==> src/hdl/plin_pkg.sv <==
// shared types and constants for the piecewise linear interpolator
// no dependencies; imported by every module of the block
`timescale 1ns / 1ps

package plin_pkg;

  // field widths that the item format fixes
  localparam int IDX_W    = 6;
  localparam int PC_W     = 7;
  localparam int TOL_W    = 8;
  localparam int STATUS_W = 2;

  // configuration port
  localparam int PADDR_W = 3;
  localparam int PDATA_W = 32;
  localparam logic REG_POINT_COUNT = 1'b0;
  localparam logic REG_MATCH_TOL   = 1'b1;

  // register reset values
  localparam logic [PC_W-1:0]  POINT_COUNT_RST = 7'd2;
  localparam logic [TOL_W-1:0] MATCH_TOL_RST   = 8'd1;

  // opcodes carried in the input tuser
  localparam logic OP_LOAD  = 1'b0;
  localparam logic OP_QUERY = 1'b1;

  // result status codes
  localparam logic [STATUS_W-1:0] ST_OK         = 2'd0;
  localparam logic [STATUS_W-1:0] ST_BEYOND     = 2'd1;
  localparam logic [STATUS_W-1:0] ST_ZERO_WIDTH = 2'd2;

  // command queue
  localparam int Q_DEPTH = 2;

  // classification of one decoded item
  typedef struct packed {
    logic is_query;
    logic idx_ok;
  } cmd_ctl_t;

endpackage

==> src/hdl/plin_fifo.sv <==
// short command queue between front end and engine
// depends on plin_pkg
`timescale 1ns / 1ps

module plin_fifo import plin_pkg::*; #(
  parameter int W = 54
) (
  input  logic         clk,
  input  logic         rst,
  input  logic         push_valid,
  output logic         push_ready,
  input  cmd_ctl_t     push_ctl,
  input  logic [W-1:0] push_data,
  output logic         pop_valid,
  input  logic         pop_ready,
  output cmd_ctl_t     pop_ctl,
  output logic [W-1:0] pop_data
);

  localparam int PW = $clog2(Q_DEPTH);
  localparam int CW = $clog2(Q_DEPTH + 1);

  cmd_ctl_t       ctl_q [Q_DEPTH];
  logic [W-1:0]   dat_q [Q_DEPTH];
  logic [PW-1:0]  wr_ptr;
  logic [PW-1:0]  rd_ptr;
  logic [CW-1:0]  count;
  logic           do_push;
  logic           do_pop;

  assign push_ready = (count != CW'(Q_DEPTH));
  assign pop_valid  = (count != '0);
  assign do_push    = push_valid && push_ready;
  assign do_pop     = pop_valid && pop_ready;
  assign pop_ctl    = ctl_q[rd_ptr];
  assign pop_data   = dat_q[rd_ptr];

  // pointers and fill level
  always_ff @(posedge clk) begin
    if (rst) begin
      wr_ptr <= '0;
      rd_ptr <= '0;
      count  <= '0;
    end else begin
      if (do_push) begin
        wr_ptr <= (wr_ptr == PW'(Q_DEPTH - 1)) ? '0 : wr_ptr + PW'(1);
      end
      if (do_pop) begin
        rd_ptr <= (rd_ptr == PW'(Q_DEPTH - 1)) ? '0 : rd_ptr + PW'(1);
      end
      priority if (do_push && !do_pop) begin
        count <= count + CW'(1);
      end else if (do_pop && !do_push) begin
        count <= count - CW'(1);
      end
    end
  end

  // entry storage
  always_ff @(posedge clk) begin
    if (do_push) begin
      ctl_q[wr_ptr] <= push_ctl;
      dat_q[wr_ptr] <= push_data;
    end
  end

endmodule

==> config.mk <==
export PLATFORM = sky130hd
export DESIGN_NAME = plin_fifo
export DESIGN_NICKNAME = d
export VERILOG_FILES = /design/src/hdl/plin_pkg.sv /design/src/hdl/plin_fifo.sv
export SDC_FILE = /design/constraint.sdc
export NUM_CORES = 1
export LEC_CHECK = 0
export BUFFER_PORTS_ARGS = -buffer_cell sky130_fd_sc_hd__buf_2
export CORE_MARGIN = 1.5
export CORE_UTILIZATION = 46
export DETAILED_ROUTE_END_ITERATION = 10
export PLACE_DENSITY = 0.74
export SKIP_LAST_GASP = 1
export SLEW_MARGIN = 10
export SYNTH_ARGS = -nofsm -noshare
export SYNTH_HDL_FRONTEND = slang
export SYNTH_SLANG_ARGS = --single-unit
export TNS_END_PERCENT = 10
==> constraint.sdc <==
create_clock -name clk -period 2.2 [get_ports clk]
set_input_delay 0 -clock clk [delete_from_list [all_inputs] [get_ports clk]]
set_output_delay 0 -clock clk [all_outputs]
set_load 0.1 [all_outputs]
==> impl_metrics.toml, run 1 <==
[status]
outcome = "complete, no violations"

[logic_synthesis]
synth_top_area_cell = "edfxtp_1"
syn-num-nets = 259
yosys_warnings = 0
synthCells = 198
yosysSeqAreaShare_pct = 81.03
synthTopCellsByArea = "edfxtp_1, mux2_2, dfxtp_1, buf_6, xor2_1"
ys_ff_latch = 117
syn_area_sq_mm = 0.004274
synth_top_area_share_pct = 78.69
ys_types = 19
avgSynthCellArea_sq_um = 21.59

[routing]
vias = 2417
vias_per_cell = 4.702
drc_errors = 0
antenna_left = 0
wire_per_inst_microns = 15.56
drt_wl_total_microns = 7998
drt_iter0_markers = 64
first_pass_iters = 4

[worst_setup_path]
critical_path_required_ps = 2200
cp-endpoint = "pop_data[35]"
crit_path_end_kind = "output pin"
cp_top_family = "buffers and inverters"
reg2reg_from = "count[0]"
r2r.worst_path.cells = 3
critPathMaxFanout = 36
crit_path_start_kind = "flop"
r2r_slack_ps = 620
path_class = "flop to output pin"
max_stage_delay_ps = 410
critical_path_buf_inv_count = 2
path_depth = 3
arrival_ps = 1950
critical-path-slowest-cell = "buf_4"
cp_cell_sequence = "buf_4 > mux2_2 > buf_2"
r2r-end = "dat_q[1][18]"

[clock_network]
htree_levels = 4
cts_setup_buffers = 0
clkSlewWorstSetupHoldPaths_ps = 50
clock_path_buffers = 2
cts.sinks = 117
ctsRootBufferMaster = "clkbuf_8"
cts_tree = "done"
cts_buffers = 17
clock_latency_ps = 490

[power_and_ir_drop]
vdd_drop_max_v = 0.001182
power_leakage_nw = 2.352
powerDensity_mw_per_mm2 = 1519

[final_layout]
finalNetCount = 454
seq_area_sq_mm = 0.003465
final_cell_mix = "buf_2, edfxtp_1, dlygate4sd3_1, mux2_2, clkbuf_16"
drive_gt1_share_pct = 52.46
final_cell_area_sq_mm = 0.006177
antennaDiodeCount = 0
area_growth_pct = 44.53
final_common_cell = "buf_2"
multiInputGateArea_sq_um = 758.2
fillers = 598

[timing]
hold_viol = 0
skew_ps = 4.534
fin_ws_ps = 248.3
finalMaxSlewViolations = 0
tightest_slew_ps = 504.9
setup_viol = 0
rsz0062_at_grt = "no"
max_slew_margin_pct = 66.34
layout_min_cycle_time_ps = 1952
fmax_mhz = 512.4
post-route-period-util_pct = 88.71
tns_ps = 0

[placement]
post-dp-hpwl_microns = 4691
globalplace.congestion = 0.6870
numPortBuffers = 117
place_area_sq_mm = 0.005009
pre_cts_ws_ps = 626.1

[floorplan]
rows = 34
die-area_sq_mm = 0.009878
start_util_pct = 48.30
io_pins = 118
chipHeight_microns = 99.39
coreArea_sq_mm = 0.008848
dieWidth_microns = 99.39

[run]
cap_viol_max_count = 0

[worst_hold_path]
hold_path_class = "input pin to flop"

[global_routing]
grt_pass1_vias = 2626
grt_first_pass_wirelength_microns = 12520
overflow = 0
grt_max_degree = 39
track_usage_pct = 17.13
antenna_found_initial = 0
[worst min path at each step]
stage	startpoint	endpoint	slack [ps]	cells after the start
2_1_floorplan	rst	count[1]	70	1
3_3_place_gp	push_data[5]	dat_q[0][5]	190	1
3_5_place_dp	push_data[27]	dat_q[0][27]	190	1
4_1_cts	push_data[38]	dat_q[1][38]	200	2
5_1_grt	push_data[1]	dat_q[1][1]	210	2
6_report	push_data[38]	dat_q[1][38]	220	2
[per-layer routing]
layer  GRT usage [%]  vias to the layer above  share of wire (%)
met5               0                        -                  0
met4           7.259                        0               0.56
met3           5.271                        5                4.7
met2           29.40                       81                 51
met1           20.06                     1156                 43
li1                -                     1175                  -
[power breakdown]
group | total (mW) | internal [mW] | switching [mW]
Combinational | 3.91 | 0.774 | 3.13
Sequential | 2.87 | 2.79 | 0.0789
Clock | 2.61 | 1.70 | 0.905
Total | 9.38 | 5.26 | 4.12
[metrics by stage]
stage / util (%) / std cells / power (mW) / hold slack, ps
3_5_place_dp: 56.60 / 423 / 6.738 / 190.7
4_1_cts: 69.81 / 514 / 9.457 / 195.6
5_1_grt: 69.81 / 514 / 9.703 / 209.7
2_1_floorplan: - / 198 / 6.225 / 69.07
6_report: 69.81 / 514 / 9.381 / 222.3
3_3_place_gp: 56.60 / 423 / 6.710 / 188.4
[flip-flops by register name (all words and copies together) (netlist names), named ones only]
| name | count |
|---|---|
| ctl_q | 4 |
| rd_ptr | 1 |
| dat_q | 108 |
| wr_ptr | 1 |
| count | 2 |
[cell usage after synthesis, drive strengths merged]
| master | number |
|---|---|
| dfxtp | 5 |
| and2 | 1 |
| a21oi | 2 |
| nor2 | 3 |
| nand2b | 1 |
| xor2 | 3 |
| a21bo | 1 |
| or2 | 1 |
| nand3b | 1 |
| and3 | 1 |
| mux2 | 56 |
| edfxtp | 112 |
| or3 | 1 |
| buf | 6 |
| ha | 1 |
| inv | 1 |
| o21ai | 2 |
[logic make-up after synthesis]
| logic type | share of synthesized area [%] |
|---|---|
| flip-flops | 81.03 |
| multiplexers | 14.75 |
| AND/OR/NAND/NOR | 1.171 |
| buffers and inverters | 1.434 |
| AO/OA/AOI/OAI | 0.7026 |
| XOR/XNOR | 0.6149 |
| adder cells (fa/ha/maj) | 0.2927 |
[cell type report]
| class | count | share of cell area (%) |
|---|---|---|
| Multi-Input combinational cell | 74 | 12.27 |
| Clock inverter | 15 | 2.653 |
| Inverter | 1 | 0.1215 |
| Sequential cell | 117 | 56.09 |
| Timing Repair Buffer | 182 | 19.97 |
| Clock buffer | 17 | 6.704 |
| Tap cell | 108 | 2.188 |
[timing repair]
item,CTS,global route
resized for setup,0,0
hold endpoints to repair,117,0
hold buffers,59,0
Power figures use the tool's default switching activity.
==> inputs of run 2 (changes only) <==
- REMOVE_ABC_BUFFERS: unset -> 1
==> run 2 against run 1 <==
Compared with the run above: global-route usage down 0.57 points; clock-buffer cell count up 2; critical path type unchanged; final cell count down 0.19%; wire length down 1.5%; via count up 4.1%; first-iteration DRC count up 25%; flip-flop and latch count unchanged; combinational power down 1%; non-clock buffer count unchanged; clock skew up 2.9 ps; utilization down 0.48 points; highest routed layer unchanged.
==> impl_metrics.toml, run 2 (synthesis gave the netlist of run 1 again) <==
[status]
outcome = "complete, no violations"

[final_layout]
largestRegisters = "dat_q x108, ctl_q x4, count x2"
seq_area_sq_mm = 0.003465
regMostFlops = "dat_q"
drive_gt1_share_pct = 52.10
antennaDiodeCount = 0
multiInputGateArea_sq_um = 750.7
finalNetCount = 454
final_common_cell = "buf_2"
final_cell_mix = "buf_2, edfxtp_1, dlygate4sd3_1, mux2_2, clkbuf_16"
largest_reg_flops = 108
area_growth_pct = 43.53
fillers = 585
final_cells = 513

[timing]
max_slew_margin_pct = 66.41
post-route-period-util_pct = 85.75
finalMaxSlewViolations = 0
rsz0062_at_grt = "no"
hold_ws_ps = 223.9
tightest_slew_ps = 507.3
skew_ps = 7.433
fmax_mhz = 530.1
setup_viol = 0
layout_min_cycle_time_ps = 1886
hold_viol = 0

[placement]
post-dp-hpwl_microns = 4603
globalplace.congestion = 0.7453
numPortBuffers = 117
dpl.cell_count = 423

[global_routing]
antenna_found_initial = 0
grt_pass1_vias = 2580
grt_first_pass_wirelength_microns = 12060
grt_max_degree = 31
track_usage_pct = 16.57
overflow = 0

[routing]
wire_per_inst_microns = 15.35
drc_errors = 0
first_pass_iters = 4
drt_iter0_markers = 80
antenna_left = 0
vias = 2517
drt_wl_total_microns = 7877
vias_per_cell = 4.906

[worst_setup_path]
path_class = "flop to output pin"
cp_cell_sequence = "buf_4 > mux2_2 > buf_2"
crit_path_end_kind = "output pin"
critical_path_required_ps = 2200
critical-path-slowest-cell = "mux2_2"
cp_top_family = "buffers and inverters"
critical_path_buf_inv_count = 2
max_stage_delay_ps = 400
crit_path_start_kind = "flop"
critPathMaxFanout = 30
arrival_ps = 1890

[clock_network]
cts_tree = "done"
clkSlewWorstSetupHoldPaths_ps = 50
cts_buffers = 17
clock_path_buffers = 2
post_cts_resized = 0
cts.sinks = 117
ctsRootBufferMaster = "clkbuf_8"
clock_latency_ps = 490
htree_levels = 4

[floorplan]
start_util_pct = 48.30
io_pins = 118
dieWidth_microns = 99.39
rows = 34
chipHeight_microns = 99.39
die-area_sq_mm = 0.009878
coreArea_sq_mm = 0.008848

[power_and_ir_drop]
power_leakage_nw = 2.360
powerDensity_mw_per_mm2 = 1517
p_total_mw = 9.305
vdd_drop_max_v = 0.001080

[worst_hold_path]
hold_path_class = "input pin to flop"

[run]
cap_viol_max_count = 0
[run 2: cell types whose count changed in the layout (fill, tap and decap cells not counted), moves of 2 or more]
cell        before  now
clkbuf_1         0    2
clkinv_2         1    5
clkinvlp_4       7    2
clkinv_1         4    2
[run 2: path summary, 6_finish.rpt]
kind / depth (start not counted) / startpoint / slack, ps / to
min reg2reg: 2 / rd_ptr / 510 / rd_ptr
min: 2 / push_data[37] / 220 / dat_q[1][37]
max: 3 / flop / 310 / pop_data[30]
max reg2reg: 5 / count[0] / 560 / count[1]
[run 2: repair_timing]
action	CTS	global route
setup endpoints to repair	0	0
hold endpoints to repair	117	0
buffers inserted	0	0
hold buffers	59	0
[run 2: through the flow]
step           util, %  cell area [sq um]  setup WS (ps)  setup TNS [ps]
6_report         69.33               6135          313.5               0
3_5_place_dp     56.33               4985          592.0               0
2_1_floorplan        -               4217         -959.3          -97110
5_1_grt          69.33               6135          208.8               0
3_3_place_gp     56.33               4985          655.0               0
4_1_cts          69.33               6135          265.8               0
[run 2: routing by layer]
metal	up-vias	part of all wire (%)	track usage (%)
met5	-	0	0
met4	0	1.0	7.151
met3	10	5.3	5.622
met1	1247	42	19.15
li1	1173	-	-
met2	87	51	28.24
[run 2: worst register-to-register path: cells and delay by family (launching register included)]
family	cells	cell delay [ps]
simple gates	3	770
compound gates	1	140
flops	1	350
fa+ha+maj	1	330
[run 2: layout make-up]
| type | count | share of cell area, % |
|---|---|---|
| clock inverters | 12 | 2.244 |
| repair buffers | 182 | 19.91 |
| well taps | 108 | 2.203 |
| flip-flops and latches | 117 | 56.48 |
| inverters | 1 | 0.06119 |
| multi-input cells | 74 | 12.24 |
| clock buffers | 19 | 6.873 |
[run 2: power breakdown]
group | internal, mW | switching [mW] | total [mW] | leakage, nW
Sequential | 2.79 | 0.0770 | 2.87 | 1.09
Combinational | 0.752 | 3.11 | 3.86 | 1.00
Clock | 1.69 | 0.882 | 2.58 | 0.272
