===== src/hdl/plin_pkg.sv =====
// shared types and constants for the piecewise linear interpolator
// no dependencies; imported by every module of the block
`timescale 1ns / 1ps

package plin_pkg;

  // field widths that the item format fixes
  localparam int IDX_W    = 6;
  localparam int PC_W     = 7;
  localparam int TOL_W    = 8;
  localparam int STATUS_W = 2;

  // configuration port
  localparam int PADDR_W = 3;
  localparam int PDATA_W = 32;
  localparam logic REG_POINT_COUNT = 1'b0;
  localparam logic REG_MATCH_TOL   = 1'b1;

  // register reset values
  localparam logic [PC_W-1:0]  POINT_COUNT_RST = 7'd2;
  localparam logic [TOL_W-1:0] MATCH_TOL_RST   = 8'd1;

  // opcodes carried in the input tuser
  localparam logic OP_LOAD  = 1'b0;
  localparam logic OP_QUERY = 1'b1;

  // result status codes
  localparam logic [STATUS_W-1:0] ST_OK         = 2'd0;
  localparam logic [STATUS_W-1:0] ST_BEYOND     = 2'd1;
  localparam logic [STATUS_W-1:0] ST_ZERO_WIDTH = 2'd2;

  // command queue
  localparam int Q_DEPTH = 2;

  // classification of one decoded item
  typedef struct packed {
    logic is_query;
    logic idx_ok;
  } cmd_ctl_t;

endpackage


===== src/hdl/plin_front.sv =====
// front end: accepts input beats, decodes and classifies them into commands
// depends on plin_pkg
`timescale 1ns / 1ps

module plin_front import plin_pkg::*; #(
  parameter int MAX_POINTS  = 64,
  parameter int VALUE_WIDTH = 24,
  parameter int IN_DW       = 56
) (
  input  logic                   clk,
  input  logic                   rst,
  input  logic                   s_tvalid,
  output logic                   s_tready,
  input  logic [IN_DW-1:0]       s_tdata,
  input  logic                   s_tuser,
  output logic                   cmd_valid,
  input  logic                   cmd_ready,
  output cmd_ctl_t               cmd_ctl,
  output logic [IDX_W-1:0]       cmd_idx,
  output logic [VALUE_WIDTH-1:0] cmd_x,
  output logic [VALUE_WIDTH-1:0] cmd_y
);

  logic     hold_valid;
  cmd_ctl_t dec_ctl;

  // classify the incoming beat
  always_comb begin
    dec_ctl.is_query = (s_tuser == OP_QUERY);
    dec_ctl.idx_ok   = (int'(s_tdata[IDX_W-1:0]) < MAX_POINTS);
  end

  assign s_tready  = !hold_valid || cmd_ready;
  assign cmd_valid = hold_valid;

  // holding register in front of the queue
  always_ff @(posedge clk) begin
    if (rst) begin
      hold_valid <= 1'b0;
    end else if (s_tready) begin
      hold_valid <= s_tvalid;
    end
  end

  always_ff @(posedge clk) begin
    if (s_tvalid && s_tready) begin
      cmd_ctl <= dec_ctl;
      cmd_idx <= s_tdata[IDX_W-1:0];
      cmd_x   <= s_tdata[IDX_W +: VALUE_WIDTH];
      cmd_y   <= s_tdata[IDX_W+VALUE_WIDTH +: VALUE_WIDTH];
    end
  end

endmodule


===== config.mk =====
export PLATFORM = sky130hd
export DESIGN_NAME = plin_front
export DESIGN_NICKNAME = d
export VERILOG_FILES = /design/src/hdl/plin_pkg.sv /design/src/hdl/plin_front.sv
export SDC_FILE = /design/constraint.sdc
export NUM_CORES = 1
export LEC_CHECK = 0
export BUFFER_PORTS_ARGS = -buffer_cell sky130_fd_sc_hd__buf_2
export CORE_MARGIN = 10
export CORE_UTILIZATION = 43
export DETAILED_ROUTE_END_ITERATION = 6
export PLACE_DENSITY = 0.87
export SYNTH_ARGS = -nofsm -noshare
export SYNTH_HDL_FRONTEND = slang
export SYNTH_SLANG_ARGS = --single-unit

===== constraint.sdc =====
create_clock -name clk -period 3.45 [get_ports clk]
set_input_delay 0.69 -clock clk [delete_from_list [all_inputs] [get_ports clk]]
set_output_delay 0.69 -clock clk [all_outputs]
set_load 0.01 [all_outputs]

==> results of run 1 <==
## metal layers
| metal | GRT usage | up-vias | routed length (um) |
|---|---|---|---|
| met2 | 0.214 | 65 | 2350 |
| met5 | 0 | - | 0 |
| li1 | - | 479 | - |
| met1 | 0.106 | 472 | 1390 |
| met4 | 0.0323 | 0 | 27 |
| met3 | 0.0801 | 2 | 536 |
## worst min-delay path, delay by kind of cell (launching register included)
| kind | cells | cell delay (ns) |
|---|---|---|
| and+or+nand+nor | 1 | 0.09 |
| DFF | 1 | 0.34 |
| AOI/OAI and AO/OA | 1 | 0.05 |
## stage by stage
stage / util / hold slack (ns)
finish: 0.651 / 0.513
global route: 0.651 / 0.541
CTS: 0.651 / 0.518
detailed placement: 0.622 / 0.506
global placement: 0.622 / 0.499
floorplan: - / 0.540
## cell usage after synthesis (all sizes together)
| cell | instances |
|---|---|
| dfxtp | 1 |
| buf | 1 |
| a21oi | 1 |
| and2 | 1 |
| conb | 1 |
| edfxtp | 55 |
| inv | 1 |
| nand2b | 1 |
## cells by family (layout without fill, tap and decap cells)
group,Yosys count,after routing,share of synthesized area
AO/OA/AOI/OAI,1,1,0.00510
other,1,1,0.00218
AND/OR/NAND/NOR,2,2,0.0131
flip-flops,56,56,0.973
buffers and inverters,2,124,0.00655
## cell type report
class	count	area, um^2
multi-input cells	4	35.0
clock buffers	6	72.6
repair buffers	115	576
fillers	281	1320
clock inverters	2	35.0
flip-flops and latches	56	1670
inverters	1	3.75
well taps	48	60.1
## flip-flops by register name, summed over array words and instances (netlist names)
name       count
cmd_ctl        1
cmd_y         24
cmd_x         24
cmd_idx        6
cmd_valid      1
## final timing paths
path,to,cells after the start
worst max-delay path,s_tready,3
worst min-delay path,cmd_valid,2
worst max register to register,cmd_y[20],2
worst min register to register,cmd_valid,2
## where the power goes
| part | internal (mW) | total (mW) | switching [mW] |
|---|---|---|---|
| logic | 0.0496 | 0.112 | 0.0628 |
| registers | 0.794 | 0.803 | 0.00949 |
| clock network | 0.215 | 0.399 | 0.184 |
==> flow_summary_export.csv, run 1 <==
group,metric,value,unit
pwr,p_leak,1.07,nW
pwr,power,1.31,mW
cts,ctsHoldBuffers,0,
sta,relSlewSlack,0.542,
cells_and_area,drive_gt1_frac,0.679,
floorplanning,std_cell_rows,22,
logic_synthesis,synth.area.top_cells,"edfxtp_1 96%, dfxtp_1 1.2%, nand2b_4 0.80%, a21oi_2 0.51%, and2_4 0.51%",
global_routing,gr-total-overflow,0,
setup_path,crit_arrival,1.07,ns
placement,placed_cells,224,
cts,clock_latency,0.29,ns
cells_and_area,final_cell_mix,"115 x buf_2, 55 x edfxtp_1, 5 x clkbuf_8",
outcome,status,"completed",
setup_path,cp_slowest_cell,"nand2b_4",
cts,h-tree-depth,2,
setup_path,cp-startpoint,"cmd_ready",
setup_path,cpLargestDelayFamily,"buffers and inverters",
floorplanning,dieArea,6920,um^2
global_routing,grt_use_total,0.120,
drt,ant_nets,0,
setup_path,cpPeakStageDelay,0.14,ns
sta,fin_setup_tns,0,ns
cts,post_cts_buffers,0,
logic_synthesis,yosysTopAreaCell,"edfxtp_1",
logic_synthesis,yosysSeqAreaShare,0.973,
placement,portBuffers,115,
placement,pre_cts_slack,1.57,ns
placement,place_area,2350,um^2
sta,hold_violations,0,
sta,skew,0.00474,ns
logic_synthesis,yosysTopAreaCellShare,0.961,
flow_run,drv_cap,0,
sta,max_slew.worst_pin.slew,0.687,ns
cts,cts_tree,"done",
sta,period_share,0.510,
drt,wl,4.31,mm
setup_path,path_cells,"buf_2 > nand2b_4 > buf_2",
pwr,worst_ir_drop_vdd,399,uV
floorplanning,fp.coreArea,3770,um^2
drt,via_per_inst,4.39,
cells_and_area,num_antenna_cells,0,
global_routing,grt_antenna_before_repair,0,
cts,numCtsBuffers,5,
drt,drtIter0Drc,48,
global_routing,grt_pass1_vias,1190,
pwr,p_per_area,536,nW/um^2
logic_synthesis,ys_types,8,
cells_and_area,final_common_cell,"buf_2",
cts,cts_num_sinks,56,
logic_synthesis,syn_inst,62,
setup_path,r2r-start,"cmd_valid",
drt,drt-wirelength-per-cell,18.6,um
floorplanning,io_pins,119,
setup_path,required,2.76,ns
cells_and_area,final_nets,244,
sta,rsz0062_at_grt,"false",
min_path,hp-class,"register to register",
drt,vias,1018,
setup_path,cp_max_fo,3,
sta,setup_viol,0,
logic_synthesis,synth_nets,123,
setup_path,end_kind,"output pin",
setup_path,worstSetupStartpointType,"input pin",
sta,timing.fmax,569,MHz
setup_path,r2r_slack,2.05,ns
cells_and_area,final_area,2450,um^2
cells_and_area,area_delta_synth_final,42.8,%
logic_synthesis,netlist_area,1720,um^2
global_routing,grt_max_degree,56,
cts,cts_root_buffer,"clkbuf_8",
setup_path,worst-path-buf-inv,2,
sta,fin_crit,1.76,ns
floorplanning,die_y,83.2,um
logic_synthesis,syn_avg_cell_area,27.7,um^2
logic_synthesis,synth-warning-count,0,
placement,hpwl,3.54,mm
setup_path,crit_top_cell,"buf_2",
sta,slew_violations,0,
floorplanning,die_w,83.2,um
cts,clk_path_buf_depth,2,
drt,dr.pass1.iters,2,
cts,cts_resized,0,
setup_path,critPathKind,"input pin to output pin",
drt,drc_errors,0,
cts,cts.clk_slew.worst_paths,0.08,ns
placement,gp_congestion,0.689,
cells_and_area,instances_no_fill,232,
sta,setup_ws,1.69,ns
min_path,hp-start,"cmd_valid",
floorplanning,start_util,0.456,
global_routing,grt_pass1_wl,6.42,mm
logic_synthesis,yosys_register_bits,56,
Power figures use the tool's default switching activity.
==> inputs of run 2 (changes only) <==
--- a/config.mk
+++ b/config.mk
@@ -5,11 +5,12 @@
 export SDC_FILE = /design/constraint.sdc
 export NUM_CORES = 1
 export LEC_CHECK = 0
+export ABC_AREA = 1
 export BUFFER_PORTS_ARGS = -buffer_cell sky130_fd_sc_hd__buf_2
 export CORE_MARGIN = 10
-export CORE_UTILIZATION = 43
+export CORE_UTILIZATION = 36
 export DETAILED_ROUTE_END_ITERATION = 6
-export PLACE_DENSITY = 0.87
+export PLACE_DENSITY = 0.78
 export SYNTH_ARGS = -nofsm -noshare
 export SYNTH_HDL_FRONTEND = slang
 export SYNTH_SLANG_ARGS = --single-unit
==> constraint.sdc (replaced) <==
create_clock -name clk -period 1.55 [get_ports clk]
set_input_delay 0.31 -clock clk [delete_from_list [all_inputs] [get_ports clk]]
set_output_delay 0.31 -clock clk [all_outputs]
set_load 0.01 [all_outputs]
==> flow_summary_export.csv, run 2 <==
group,metric,value,unit
cells_and_area,drive_gt1_frac,0.694,
global_routing,gr-total-overflow,0,
pwr,worst_ir_drop_vdd,650,uV
min_path,hp-class,"input pin to register",
cts,clock_latency,0.30,ns
global_routing,grt_antenna_before_repair,0,
setup_path,r2r-start,"cmd_valid",
drt,dr_wl_met3,748,um
cells_and_area,final_common_cell,"buf_2",
drt,wl,4.16,mm
logic_synthesis,yosysTopAreaCell,"edfxtp_1",
drt,drt-wirelength-per-cell,17.3,um
setup_path,worstSetupStartpointType,"register",
pwr,power_switching,613,uW
logic_synthesis,synth_nets,124,
flow_run,drv_cap,0,
setup_path,r2r_slack,0.42,ns
cts,ctsHoldBuffers,0,
cells_and_area,final_nets,246,
cts,cts_tree,"done",
logic_synthesis,synth_edf_count,55,
cts,cts_resized,0,
logic_synthesis,yosysTopAreaCellShare,0.966,
drt,dr.pass1.iters,4,
global_routing,grt_pass1_vias,1178,
sta,timing.fmax,839,MHz
sta,slew_violations,0,
cts,cts_num_sinks,56,
cts,cts.clk_slew.worst_paths,0.10,ns
drt,met2_length,2.06,mm
cells_and_area,num_antenna_cells,0,
pwr,pwr-share-comb,0.091,
logic_synthesis,synth-warning-count,0,
logic_synthesis,yosysSeqAreaShare,0.977,
cells_and_area,area_delta_synth_final,44.4,%
cts,numCtsBuffers,5,
floorplanning,io_pins,119,
floorplanning,die_y,88.9,um
cells_and_area,instances_no_fill,240,
pwr,p_leak,1.07,nW
sta,setup_viol,0,
drt,dr.max_layer_used,"met4",
global_routing,grt_use_total,0.104,
pwr,clock_power_share,0.276,
pwr,power.internal,2.21,mW
pwr,power,2.82,mW
drt,met1Wirelength,1.32,mm
floorplanning,std_cell_rows,25,
logic_synthesis,yosys_register_bits,56,
floorplanning,dieArea,7910,um^2
sta,hold_violations,0,
sta,rsz0062_at_grt,"false",
drt,via_per_inst,4.34,
placement,portBuffers,115,
sta,fin_setup_tns,0,ns
sta,fin_crit,1.19,ns
logic_synthesis,syn_avg_cell_area,27.1,um^2
setup_path,r2r_end,"cmd_x[1]",
drt,drtIter0Drc,18,
pwr,seqPwrFrac,0.634,
global_routing,grt_pass1_wl,5.98,mm
outcome,status,"completed",
pwr,swShare,0.218,
logic_synthesis,synth.area.top_cells,"edfxtp_1 97%, dfxtp_1 1.2%, a21oi_2 0.51%, buf_4 0.44%, nand2_2 0.37%",
logic_synthesis,async_reset_ff_frac,0,
sta,period_share,0.769,
setup_path,cp_max_fo,3,
logic_synthesis,netlist_area,1710,um^2
setup_path,required,1.24,ns
cells_and_area,reg_top3,"cmd_x x24, cmd_y x24, cmd_idx x6",
global_routing,grt_max_degree,56,
cts,post_cts_buffers,0,
logic_synthesis,ys_types,9,
cts,h-tree-depth,2,
setup_path,crit_arrival,0.88,ns
sta,skew,0.00678,ns
placement,gp_congestion,0.667,
logic_synthesis,syn_inst,63,
setup_path,cp-startpoint,"cmd_valid",
cts,cts_root_buffer,"clkbuf_8",
setup_path,end_kind,"output pin",
placement,placed_cells,232,
logic_synthesis,yosysMostFrequentCell,"edfxtp_1",
logic_synthesis,ys.flop_type,"edfxtp_1",
cts,clk_path_buf_depth,2,
floorplanning,start_util,0.367,
floorplanning,die_w,88.9,um
drt,drc_errors,0,
sta,fin_hold_ws,0.154,ns
floorplanning,fp.coreArea,4660,um^2
cells_and_area,final_cell_mix,"115 x buf_2, 55 x edfxtp_1, 5 x clkbuf_8",
setup_path,critPathKind,"register to output pin",
setup_path,crit_path_end,"s_tready",
pwr,p_per_area,1140,nW/um^2
drt,vias,1042,
setup_path,reg2regPathDepth,2,
drt,ant_nets,0,
run 2: changes by cell type after synthesis, sizes merged:
cell and delta:
a21oi +1, and2 -1, inv +1, nand2 +1, nand2b -1
run 2: how the worst min path moves through the flow:
stage          slack (ns)        end  from  depth (start not counted)
3_3_place_gp         0.47  cmd_valid   rst                          2
6_report             0.15  cmd_valid   rst                          2
2_1_floorplan        0.37  cmd_valid   rst                          1
5_1_grt              0.14  cmd_valid   rst                          2
3_5_place_dp         0.48  cmd_valid   rst                          2
4_1_cts              0.14  cmd_valid   rst                          2
run 2: power by group through the flow:
stage                     clock network [mW]  registers [mW]  logic, mW
after floorplan                            0            1.88     0.0369
after global placement                     0            1.82      0.256
after detailed placement                   0            1.82      0.264
after CTS                              0.819            1.79      0.264
after global routing                   0.870            1.80      0.281
final                                  0.778            1.79      0.255
run 2: per-stage QoR:
step                      area [um^2]  setup WS, ns  utilization
final                            2470         0.358        0.530
after global routing             2470         0.307        0.530
after CTS                        2470         0.338        0.530
after detailed placement         2380         0.305        0.510
after global placement           2380         0.322        0.510
after floorplan                  1720        -0.164            -
run 2: cell families after synthesis:
group	count (synthesis)	share of synthesized area
DFF	56	0.977
buffers and inverters	3	0.00878
AOI/OAI and AO/OA	2	0.00804
and+or+nand+nor	1	0.00366
other	1	0.00219
run 2: worst max-delay path: stages (launching register included):
cell and delay [ns]:
dfxtp_2 0.38, nand2_2 0.07, buf_2 0.14
run 2: area by class of cell:
| class | count | area (um^2) |
|---|---|---|
| Clock buffer | 5 | 68.8 |
| Clock inverter | 3 | 22.5 |
| Fill cell | 386 | 2190 |
| Inverter | 2 | 7.51 |
| Multi-Input combinational cell | 4 | 35.0 |
| Sequential cell | 56 | 1670 |
| Tap cell | 54 | 67.6 |
| Timing Repair Buffer | 116 | 596 |
run 2: per-layer routing:
layer,track usage,vias to the layer above
met1,0.0920,481
met5,0,-
met3,0.0893,2
li1,-,486
met2,0.170,73
met4,0.0347,0
==> inputs of run 3 (changes only) <==
--- a/config.mk
+++ b/config.mk
@@ -5,12 +5,12 @@
 export SDC_FILE = /design/constraint.sdc
 export NUM_CORES = 1
 export LEC_CHECK = 0
-export ABC_AREA = 1
+export ABC_AREA = 0
 export BUFFER_PORTS_ARGS = -buffer_cell sky130_fd_sc_hd__buf_2
 export CORE_MARGIN = 10
-export CORE_UTILIZATION = 36
+export CORE_UTILIZATION = 40
 export DETAILED_ROUTE_END_ITERATION = 6
-export PLACE_DENSITY = 0.78
+export PLACE_DENSITY = 0.82
 export SYNTH_ARGS = -nofsm -noshare
 export SYNTH_HDL_FRONTEND = slang
 export SYNTH_SLANG_ARGS = --single-unit
==> constraint.sdc (replaced) <==
create_clock -name clk -period 1.2 [get_ports clk]
set_input_delay 0.24 -clock clk [delete_from_list [all_inputs] [get_ports clk]]
set_output_delay 0.24 -clock clk [all_outputs]
set_load 0.01 [all_outputs]
==> flow_summary_export.csv, run 3 (same netlist as run 1, synthesis figures left out) <==
group,metric,value,unit
outcome,status,"completed",
cells_and_area,fillers,322,
cts,post_cts_buffers,0,
placement,pre_cts_slack,0.0525,ns
global_routing,grt_use_total,0.123,
cts,cts_tree,"done",
cts,clock_latency,0.30,ns
floorplanning,start_util,0.420,
setup_path,required,0.96,ns
drt,wl,4.40,mm
cells_and_area,num_antenna_cells,0,
cells_and_area,final_cell_mix,"115 x buf_2, 55 x edfxtp_1, 5 x clkbuf_8",
cells_and_area,final_area,2500,um^2
pwr,p_per_area,1530,nW/um^2
cts,cts_root_buffer,"clkbuf_8",
floorplanning,io_pins,119,
sta,rsz0062_at_grt,"false",
sta,setup_viol,0,
drt,via_per_inst,4.38,
setup_path,critPathKind,"register to output pin",
sta,setup_ws,0.0920,ns
global_routing,grt_max_degree,30,
global_routing,grt_antenna_before_repair,0,
sta,fin_crit,1.11,ns
cells_and_area,area_delta_synth_final,45.4,%
cts,clk_path_buf_depth,2,
flow_run,drv_cap,0,
drt,dr.pass1.iters,2,
sta,fin_hold_ws,0.0795,ns
floorplanning,dieArea,7320,um^2
sta,timing.fmax,903,MHz
placement,gp_congestion,0.700,
setup_path,worstSetupStartpointType,"register",
global_routing,grt_pass1_wl,6.74,mm
cells_and_area,regArea,1670,um^2
placement,hpwl,3.69,mm
min_path,hp-class,"input pin to register",
floorplanning,die_y,85.5,um
cts,cts.clk_slew.worst_paths,0.09,ns
cts,cts_resized,0,
cts,numCtsBuffers,5,
global_routing,gr-total-overflow,0,
cells_and_area,reg_top3,"cmd_x x24, cmd_y x24, cmd_idx x6",
drt,vias,1033,
sta,skew,0.00268,ns
cells_and_area,drive_gt1_frac,0.688,
cells_and_area,final_common_cell,"buf_2",
cts,ctsHoldBuffers,0,
drt,drc_errors,0,
setup_path,crit_arrival,0.87,ns
drt,drt-wirelength-per-cell,18.7,um
floorplanning,std_cell_rows,23,
cts,h-tree-depth,2,
drt,ant_nets,0,
cells_and_area,final_nets,246,
sta,slew_violations,0,
pwr,power,3.81,mW
floorplanning,die_w,85.5,um
floorplanning,fp.coreArea,4090,um^2
placement,place_area,2390,um^2
pwr,worst_ir_drop_vdd,931,uV
setup_path,cp_max_fo,3,
cells_and_area,fin_util,0.611,
sta,period_share,0.923,
placement,portBuffers,115,
cells_and_area,multi_input_area,35.0,um^2
cts,cts_num_sinks,56,
pwr,p_leak,1.09,nW
drt,drtIter0Drc,40,
global_routing,grt_pass1_vias,1259,
sta,hold_violations,0,
setup_path,end_kind,"output pin",
==> run 3: routing by layer <==
metal | up-vias | GRT usage | share of wire
met2 | 77 | 0.208 | 0.50
met5 | - | 0 | 0
li1 | 485 | - | -
met4 | 0 | 0.0539 | 0.016
met3 | 6 | 0.118 | 0.20
met1 | 465 | 0.0890 | 0.28
==> run 3: area by class of cell <==
class	count	area share
clock buffers	6	0.0291
multi-input cells	4	0.0140
clock inverters	2	0.0140
well taps	50	0.0251
inverters	1	0.00150
repair buffers	117	0.246
flip-flops and latches	56	0.670
==> run 3: critical path, stage by stage (launching register included) <==
cell and delay (ns):
dfxtp_2 0.36, nand2b_4 0.07, buf_2 0.14
==> run 3: power by group <==
group | internal (mW) | switching, mW
Sequential | 2.28 | 0.0250
Clock | 0.619 | 0.547
Combinational | 0.160 | 0.181
==> run 3: final timing paths <==
check,from,depth (start not counted),slack [ns],end
max reg2reg,cmd_valid,3,0.11,cmd_idx[3]
max,cmd_valid,2,0.09,s_tready
min reg2reg,cmd_valid,2,0.49,cmd_valid
min,rst,2,0.08,cmd_valid
==> run 3: stage by stage <==
stage,setup TNS (ns),cells
after floorplan,-4.81,62
after global placement,0,228
after detailed placement,0,228
after CTS,0,236
after global routing,0,236
final,0,236
